--- config.mk ---
export PLATFORM = sky130hd
export DESIGN_NAME = fingerprint_similarity
export DESIGN_NICKNAME = d
export VERILOG_FILES = /design/src/fpsim_pkg.sv /design/src/fingerprint_similarity.sv /design/src/fpsim_div.sv
export SDC_FILE = /design/constraint.sdc
export NUM_CORES = 2
export LEC_CHECK = 0
export BUFFER_PORTS_ARGS = -buffer_cell sky130_fd_sc_hd__buf_4
export CORE_ASPECT_RATIO = 0.9
export CORE_UTILIZATION = 60
export CTS_BUF_LIST = sky130_fd_sc_hd__clkbuf_4 sky130_fd_sc_hd__clkbuf_8
export CTS_CLUSTER_SIZE = 8
export DETAILED_ROUTE_END_ITERATION = 12
export PLACE_DENSITY = 0.77
export SETUP_SLACK_MARGIN = 0.1
export SYNTH_ARGS = -nofsm -noshare
export SYNTH_HDL_FRONTEND = slang
export SYNTH_HIERARCHICAL = 1
export SYNTH_SLANG_ARGS = --single-unit
--- constraint.sdc ---
create_clock -name clk -period 22.9 [get_ports clk]
set_input_delay 1.145 -clock clk [delete_from_list [all_inputs] [get_ports clk]]
set_output_delay 1.145 -clock clk [all_outputs]
set_load 0.05 [all_outputs]
--- src/fpsim_pkg.sv ---
// Shared types and constants for the fingerprint similarity block.
// No dependencies.
`timescale 1ns / 1ps
package fpsim_pkg;
  localparam logic [1:0] MODE_TANIMOTO  = 2'd0;
  localparam logic [1:0] MODE_EUCLIDEAN = 2'd1;
  localparam logic [1:0] MODE_TVERSKY   = 2'd2;
  localparam logic [1:0] MODE_DICE      = 2'd3;

  localparam logic [1:0] REG_MODE  = 2'd0;
  localparam logic [1:0] REG_ADD   = 2'd1;
  localparam logic [1:0] REG_ALPHA = 2'd2;
  localparam logic [1:0] REG_BETA  = 2'd3;

  localparam int NUM_W  = 40;   // widest numerator before the 2^16 or 2^32 shift
  localparam int DIV_W  = 72;   // dividend width (numerator << 32)

  // Division request handed to the shared divider
  typedef struct packed {
    logic            start;
    logic [DIV_W-1:0] dividend;
    logic [NUM_W-1:0] divisor;
  } div_req_t;
endpackage

--- src/fingerprint_similarity.sv ---
// Top level of the fingerprint similarity block.
// Depends on fpsim_pkg and fpsim_div.
`timescale 1ns / 1ps
// Usage:
//  Input channel (in_valid/in_stall) carries one word pair per request:
//  query_bits, target_bits, bits_used, last_word. A word that is not last
//  is counted and the block is ready again next cycle.
//  On a last word the block computes the score: numerator/denominator set
//  up (Tversky first forms the alpha product), a check of the denominator
//  (zero gives score 0 with zero_denominator set, no divide), then the
//  shared radix-2 divider loads and runs, then for Euclidean a bit-pair
//  square root. The input stalls from the last word until the result is
//  loaded and the block is idle again; the wait is set by the
//  one-bit-per-cycle divider and root loops.
//  The result sits in an output register (out_valid/out_stall); while it
//  waits the block still accepts non-last words, and a new last word
//  waits in the input until the register is free.
//  Reset clears the counters, sets registers to their defaults
//  (mode 0, add_one 1, alpha and beta 1.0) and empties the output.
//  Configuration writes (cfg_we/cfg_index/cfg_data) are registered and
//  belong only to idle periods.
module fingerprint_similarity
  import fpsim_pkg::*;
#(
  parameter int MAX_BITS  = 4096,
  parameter int WORD_BITS = 64
) (
  input  logic                 clk,
  input  logic                 rst,
  input  logic                 cfg_we,
  input  logic [1:0]           cfg_index,
  input  logic [15:0]          cfg_data,
  input  logic                 in_valid,
  output logic                 in_stall,
  input  logic [63:0]          query_bits,
  input  logic [63:0]          target_bits,
  input  logic [6:0]           bits_used,
  input  logic                 last_word,
  output logic                 out_valid,
  input  logic                 out_stall,
  output logic [16:0]          similarity,
  output logic                 zero_denominator
);
  localparam int CW = $clog2(MAX_BITS + 1);
  localparam int PW = $clog2(WORD_BITS + 1);

  localparam logic [2:0] ST_IDLE = 3'd0;
  localparam logic [2:0] ST_MUL  = 3'd1;
  localparam logic [2:0] ST_SET  = 3'd2;
  localparam logic [2:0] ST_DIV  = 3'd3;
  localparam logic [2:0] ST_ROOT = 3'd4;
  localparam logic [2:0] ST_OUT  = 3'd5;

  logic [1:0]  metric_mode;
  logic [7:0]  add_one;
  logic [15:0] alpha_weight, beta_weight;
  logic [CW-1:0] both_count, query_only_count, target_only_count, neither_count;
  logic [2:0]  state;
  logic [NUM_W-1:0] num, den, prod;
  logic        mul_phase;
  div_req_t    dreq;
  logic        ddone;
  logic [DIV_W-1:0] dquot;
  logic [33:0] rv, rres, rbit;

  // Config registers
  always_ff @(posedge clk) begin
    if (rst) begin
      metric_mode  <= 2'd0;
      add_one      <= 8'd1;
      alpha_weight <= 16'd256;
      beta_weight  <= 16'd256;
    end else if (cfg_we) begin
      case (cfg_index)
        REG_MODE:  metric_mode  <= cfg_data[1:0];
        REG_ADD:   add_one      <= cfg_data[7:0];
        REG_ALPHA: alpha_weight <= cfg_data;
        REG_BETA:  beta_weight  <= cfg_data;
        default: ;
      endcase
    end
  end

  // Masked popcounts of the incoming word pair
  logic [6:0]          used;
  logic [WORD_BITS-1:0] mask, qw, tw;
  logic [PW-1:0]       pc_s, pc_q, pc_t, pc_n;
  always_comb begin
    used = (bits_used > 7'(WORD_BITS)) ? 7'(WORD_BITS) : bits_used;
    for (int i = 0; i < WORD_BITS; i++) mask[i] = (7'(i) < used);
    qw = query_bits[WORD_BITS-1:0] & mask;
    tw = target_bits[WORD_BITS-1:0] & mask;
    pc_s = '0; pc_q = '0; pc_t = '0; pc_n = '0;
    for (int i = 0; i < WORD_BITS; i++) begin
      pc_s = pc_s + PW'(qw[i] & tw[i]);
      pc_q = pc_q + PW'(qw[i] & ~tw[i]);
      pc_t = pc_t + PW'(~qw[i] & tw[i]);
      pc_n = pc_n + PW'(mask[i] & ~(qw[i] | tw[i]));
    end
  end

  function automatic logic [CW-1:0] sat(input logic [CW-1:0] a, input logic [PW-1:0] b);
    logic [CW:0] s;
    s = {1'b0, a} + (CW+1)'(b);
    return (s > (CW+1)'(MAX_BITS)) ? CW'(MAX_BITS) : s[CW-1:0];
  endfunction

  // Any word waits while a score is in flight; a last word also waits while a result is pending
  assign in_stall = (state != ST_IDLE) || (last_word && out_valid);
  logic in_acc;
  assign in_acc = in_valid && !in_stall;

  // Root step: trial subtrahend
  logic [33:0] rsum;
  assign rsum = rres + rbit;

  // Tversky weight products, weight times counter
  logic [15+CW:0] prod_q, prod_t;
  assign prod_q = alpha_weight * query_only_count;
  assign prod_t = beta_weight * target_only_count;

  logic [NUM_W-1:0] s_e, a_e, q_e, t_e, n_e;
  always_comb begin
    s_e = NUM_W'(both_count); q_e = NUM_W'(query_only_count);
    t_e = NUM_W'(target_only_count); n_e = NUM_W'(neither_count);
    a_e = NUM_W'(add_one);
  end

  always_ff @(posedge clk) begin
    if (rst) begin
      state <= ST_IDLE;
      out_valid <= 1'b0;
      both_count <= '0; query_only_count <= '0;
      target_only_count <= '0; neither_count <= '0;
      dreq.start <= 1'b0;
      mul_phase <= 1'b0;
    end else begin
      dreq.start <= 1'b0;
      if (out_valid && !out_stall) out_valid <= 1'b0;
      case (state)
        ST_IDLE: begin
          if (in_acc) begin
            both_count        <= sat(both_count, pc_s);
            query_only_count  <= sat(query_only_count, pc_q);
            target_only_count <= sat(target_only_count, pc_t);
            neither_count     <= sat(neither_count, pc_n);
            if (last_word) state <= ST_MUL;
            mul_phase <= 1'b0;
          end
        end
        ST_MUL: begin
          // Build numerator and denominator; Tversky registers the alpha product first, then sums the denominator
          case (metric_mode)
            MODE_TANIMOTO: begin
              num <= s_e + a_e; den <= s_e + q_e + t_e + a_e; state <= ST_SET;
            end
            MODE_EUCLIDEAN: begin
              num <= s_e + n_e + a_e; den <= s_e + n_e + q_e + t_e + a_e;
              state <= ST_SET;
            end
            MODE_TVERSKY: begin
              if (!mul_phase) begin
                prod <= NUM_W'(prod_q);
                num  <= (s_e + a_e) << 8;
                mul_phase <= 1'b1;
              end else begin
                den <= prod + NUM_W'(prod_t) + num;
                state <= ST_SET;
              end
            end
            default: begin
              num <= (s_e << 1) + a_e; den <= q_e + t_e + (s_e << 1) + a_e;
              state <= ST_SET;
            end
          endcase
        end
        ST_SET: begin
          both_count <= '0; query_only_count <= '0;
          target_only_count <= '0; neither_count <= '0;
          if (den == '0) begin
            similarity <= '0; zero_denominator <= 1'b1;
            out_valid <= 1'b1; state <= ST_IDLE;
          end else begin
            dreq.start   <= 1'b1;
            dreq.divisor <= den;
            dreq.dividend <= (metric_mode == MODE_EUCLIDEAN) ?
                             {num, 32'd0} : DIV_W'({num, 16'd0});
            state <= ST_DIV;
          end
        end
        ST_DIV: begin
          if (ddone) begin
            if (metric_mode == MODE_EUCLIDEAN) begin
              rv <= dquot[33:0]; rres <= '0; rbit <= 34'd1 << 32;
              state <= ST_ROOT;
            end else begin
              similarity <= dquot[16:0]; zero_denominator <= 1'b0;
              state <= ST_OUT;
            end
          end
        end
        ST_ROOT: begin
          // Digit-pair root: one result bit per cycle, no multiplier
          if (rv >= rsum) begin
            rv   <= rv - rsum;
            rres <= (rres >> 1) + rbit;
          end else begin
            rres <= rres >> 1;
          end
          rbit <= rbit >> 2;
          if (rbit[0]) state <= ST_OUT;
        end
        ST_OUT: begin
          if (metric_mode == MODE_EUCLIDEAN) begin
            similarity <= rres[16:0]; zero_denominator <= 1'b0;
          end
          out_valid <= 1'b1; state <= ST_IDLE;
        end
        default: state <= ST_IDLE;
      endcase
    end
  end

  fpsim_div u_div (
    .clk(clk), .rst(rst), .req(dreq), .done(ddone), .quotient(dquot)
  );

  // Result register is only loaded when free
  a_no_overwrite: assert property (@(posedge clk) disable iff (rst)
    (out_valid && out_stall) |=> out_valid) else $error("result lost");
  a_busy_stall: assert property (@(posedge clk) disable iff (rst)
    (state != ST_IDLE) |-> in_stall) else $error("accept while busy");
  a_sat: assert property (@(posedge clk) disable iff (rst)
    both_count <= CW'(MAX_BITS)) else $error("counter overflow");
endmodule

--- src/fpsim_div.sv ---
// Radix-2 restoring divider, one quotient bit per cycle.
// Depends on fpsim_pkg.
`timescale 1ns / 1ps
module fpsim_div
  import fpsim_pkg::*;
(
  input  logic             clk,
  input  logic             rst,
  input  div_req_t         req,
  output logic             done,
  output logic [DIV_W-1:0] quotient
);
  logic [DIV_W-1:0] dvd;
  logic [NUM_W-1:0] dvs;
  logic [NUM_W:0]   rem;
  logic [6:0]       cnt;
  logic             busy;
  logic [NUM_W:0]   trial;
  logic [NUM_W:0]   diff;

  // Shift in next dividend bit and try the subtract
  always_comb begin
    trial = {rem[NUM_W-1:0], dvd[DIV_W-1]};
    diff  = trial - {1'b0, dvs};
  end

  always_ff @(posedge clk) begin
    if (rst) begin
      busy <= 1'b0;
      done <= 1'b0;
      cnt  <= '0;
    end else begin
      done <= 1'b0;
      if (req.start) begin
        busy     <= 1'b1;
        dvd      <= req.dividend;
        dvs      <= req.divisor;
        rem      <= '0;
        quotient <= '0;
        cnt      <= 7'(DIV_W);
      end else if (busy) begin
        dvd <= {dvd[DIV_W-2:0], 1'b0};
        if (!diff[NUM_W]) begin
          rem      <= diff;
          quotient <= {quotient[DIV_W-2:0], 1'b1};
        end else begin
          rem      <= trial;
          quotient <= {quotient[DIV_W-2:0], 1'b0};
        end
        cnt <= cnt - 7'd1;
        if (cnt == 7'd1) begin
          busy <= 1'b0;
          done <= 1'b1;
        end
      end
    end
  end
endmodule
==> impl_metrics.tcl <==
set metrics [dict create \
    max-clock-path-buffers 3 \
    p_int_mw 3.23 \
    insertion_delay_ns 0.75 \
    share_comb_of_total_power_pct 63.9 \
    status "finished with violations" \
    critPathMaxStageDelay_ns 0.73 \
    synth_cells 5948 \
    final.period_utilization_pct 45.9 \
    fmaxAchievable_mhz 95.1 \
    endpoint_kind "register" \
    tightestPinTransition_ns 1.20 \
    syn2layout_area_growth_pct 7.91 \
    hold_viol_final 0 \
    power_leakage_nw 28.2 \
    ant_nets 0 \
    slew_viol_final 0 \
    drive_gt1_share_pct 9.31 \
    powerDensity_nw_per_um2 92.9 \
    ioPinCount 179 \
    switchingPower_mw 2.53 \
    filler_cell_count 7633 \
    timing.max_slew.rel_slack_pct 19.9 \
    post_cts_resized 0 \
    remaining_drc_errors 4 \
    finalNetCount 7358 \
    postRouteWirelength_um 155000 \
    detailroute.via_count 44350 \
    h-tree-depth 3 \
    die_x_um 328 \
    congestion_overflow_gr 0 \
    setup-tns-final_ns 0 \
    setup_viol_count_final 0 \
    setup_repair_after_global_routing_missed_its_margin "false" \
    grt_pass1_vias 43892 \
    largest_net_degree_at_the_start_of_global_routing 75 \
    synth_area_per_cell_um2 9.67 \
    tritoncts "done" \
    critical_path_peak_fanout 24 \
    std_cell_rows 107 \
    clk_pin_slew_worst_paths_ns 0.06 \
    min_path_type "reg -> reg" \
    wl_per_cell_um 20.8 \
    critPathRequiredTime_ns 23.52 \
    detail_route.iter0.violations 3881 \
    globalRouteTotalUtil_pct 32.1 \
    antenna_found_initial 4 \
    hpwlAfterDp_um 123000 \
    power_frac_clock_pct 15.5 \
    period_needed_ns 10.51 \
    critical_path_arrival_ns 11.13 \
    clk_root_buffer_cell "sky130_fd_sc_hd__clkbuf_8" \
    synth.cell_area_um2 57500 \
    die_area_um2 97100 \
    cts_setup_buffers 0 \
    post_cts_hold_buffer_count 0 \
    vias_per_cell 5.98 \
    sw_ratio_pct 43.9 \
    worst_clock_skew_ns 0.0779 \
    timing.setup.critical_path_class "in -> reg" \
    worst_path_max_delay_cell "sky130_fd_sc_hd__a21oi_1" \
    failed_checks "DRC" \
    drv_cap 0 \
    placement.io_buffers 178 \
    peakVddDrop_mv 0.244 \
    grt_first_pass_wirelength_um 242000 \
    pwr-share-seq_pct 20.7 \
    cts.sinks 551 \
    placeableCoreArea_um2 94800 \
    gp_congestion 1.02 \
    synth_warn 6 \
    cts-buffers-inserted 91 \
    total_power_mw 5.76 \
    critical_path_startpoint_category "input pin" \
    detail_route.first_pass.iterations 10 \
    chipHeight_um 296 \
    initial_standard_cell_utilization_of_the_core_pct 60.7 \
]
[area by class of cell]
class                      instances  area (um^2)  area share, %
multi-input combinational       4457        38500           62.1
inverter                         752         2820           4.55
clock inverter                    25          190          0.306
timing repair buffer             240         1800           2.90
antenna                            4         10.0         0.0161
clock buffer                     140         1670           2.69
tap                             1253         1570           2.53
sequential                       551        15500           24.9
[cells in the final DEF (no fill, tap or decap), types with 42 or more instances in the layout]
master,count
sky130_fd_sc_hd__nor2b_1,89
sky130_fd_sc_hd__xnor2_1,168
sky130_fd_sc_hd__mux2_2,80
sky130_fd_sc_hd__o21ai_0,211
sky130_fd_sc_hd__a21o_1,72
sky130_fd_sc_hd__fa_1,645
sky130_fd_sc_hd__nand3b_1,48
sky130_fd_sc_hd__a21oi_1,302
sky130_fd_sc_hd__ha_1,461
sky130_fd_sc_hd__nand3_1,95
sky130_fd_sc_hd__clkbuf_8,99
sky130_fd_sc_hd__and3_1,48
sky130_fd_sc_hd__xor2_1,97
sky130_fd_sc_hd__nor2_1,373
sky130_fd_sc_hd__a31oi_1,56
sky130_fd_sc_hd__dfxtp_1,107
sky130_fd_sc_hd__inv_1,749
sky130_fd_sc_hd__and2_1,186
sky130_fd_sc_hd__a211oi_1,50
sky130_fd_sc_hd__conb_1,42
sky130_fd_sc_hd__nor3_1,78
sky130_fd_sc_hd__edfxtp_1,442
sky130_fd_sc_hd__or3_1,43
sky130_fd_sc_hd__buf_4,240
sky130_fd_sc_hd__nand2_1,744
[metrics by stage]
step	worst slack, ns	cells	util, %	hold slack (ns)	instance area [um^2]
6_report	12.39	7422	65.5	0.412	62100
5_1_grt	11.74	7421	65.5	0.427	62100
4_1_cts	12.60	7418	65.5	0.413	62100
3_5_place_dp	11.84	7253	63.5	0.405	60200
3_3_place_gp	12.02	7253	63.5	0.403	60200
2_1_floorplan	12.89	5989	-	0.400	57700
[path summary, 6_finish.rpt]
kind	from	end	slack, ns	depth (start not counted)
worst min-delay path	dreq[22]	u_div/dvs[22]	0.41	0
worst min register to register	dreq[22]	u_div/dvs[22]	0.41	0
worst max-delay path	bits_used[6]	neither_count[9]	12.39	35
worst max register to register	both_count[0]	both_count[10]	14.70	20
[worst max-delay path: cells and delay by family]
family	cells	cell delay (ns)
AOI/OAI and AO/OA	11	3.02
adders and majority gates	9	4.17
buffers and inverters	8	0.91
xor gates and xnor gates	1	0.14
and+or+nand+nor	6	1.74
[metal layers]
metal	up-vias	share of wire (%)	routed length, um	global-route usage, %
met2	1995	45	69800	50.5
li1	20370	-	-	-
met3	322	9.4	14600	5.95
met1	21661	42	65200	44.9
met4	2	3.3	5080	10.6
met5	-	0.0084	13	0
[power groups by stage]
stage | Combinational [mW] | Sequential, mW | Clock (mW)
2_1_floorplan | 2.86 | 1.19 | 0
3_3_place_gp | 3.54 | 1.21 | 0
3_5_place_dp | 3.65 | 1.21 | 0
4_1_cts | 3.68 | 1.19 | 0.907
5_1_grt | 4.16 | 1.19 | 0.949
6_report | 3.68 | 1.19 | 0.892
[flip-flops by register name (all words and copies together) (netlist names), 29 cells and up]
register and flops:
u_div/dvd 72, dreq 71, u_div/dvs 40, u_div/rem 40, rres 34, rv 34, u_div/quotient 34, den 32
prod 29
Power figures use the tool's default switching activity.
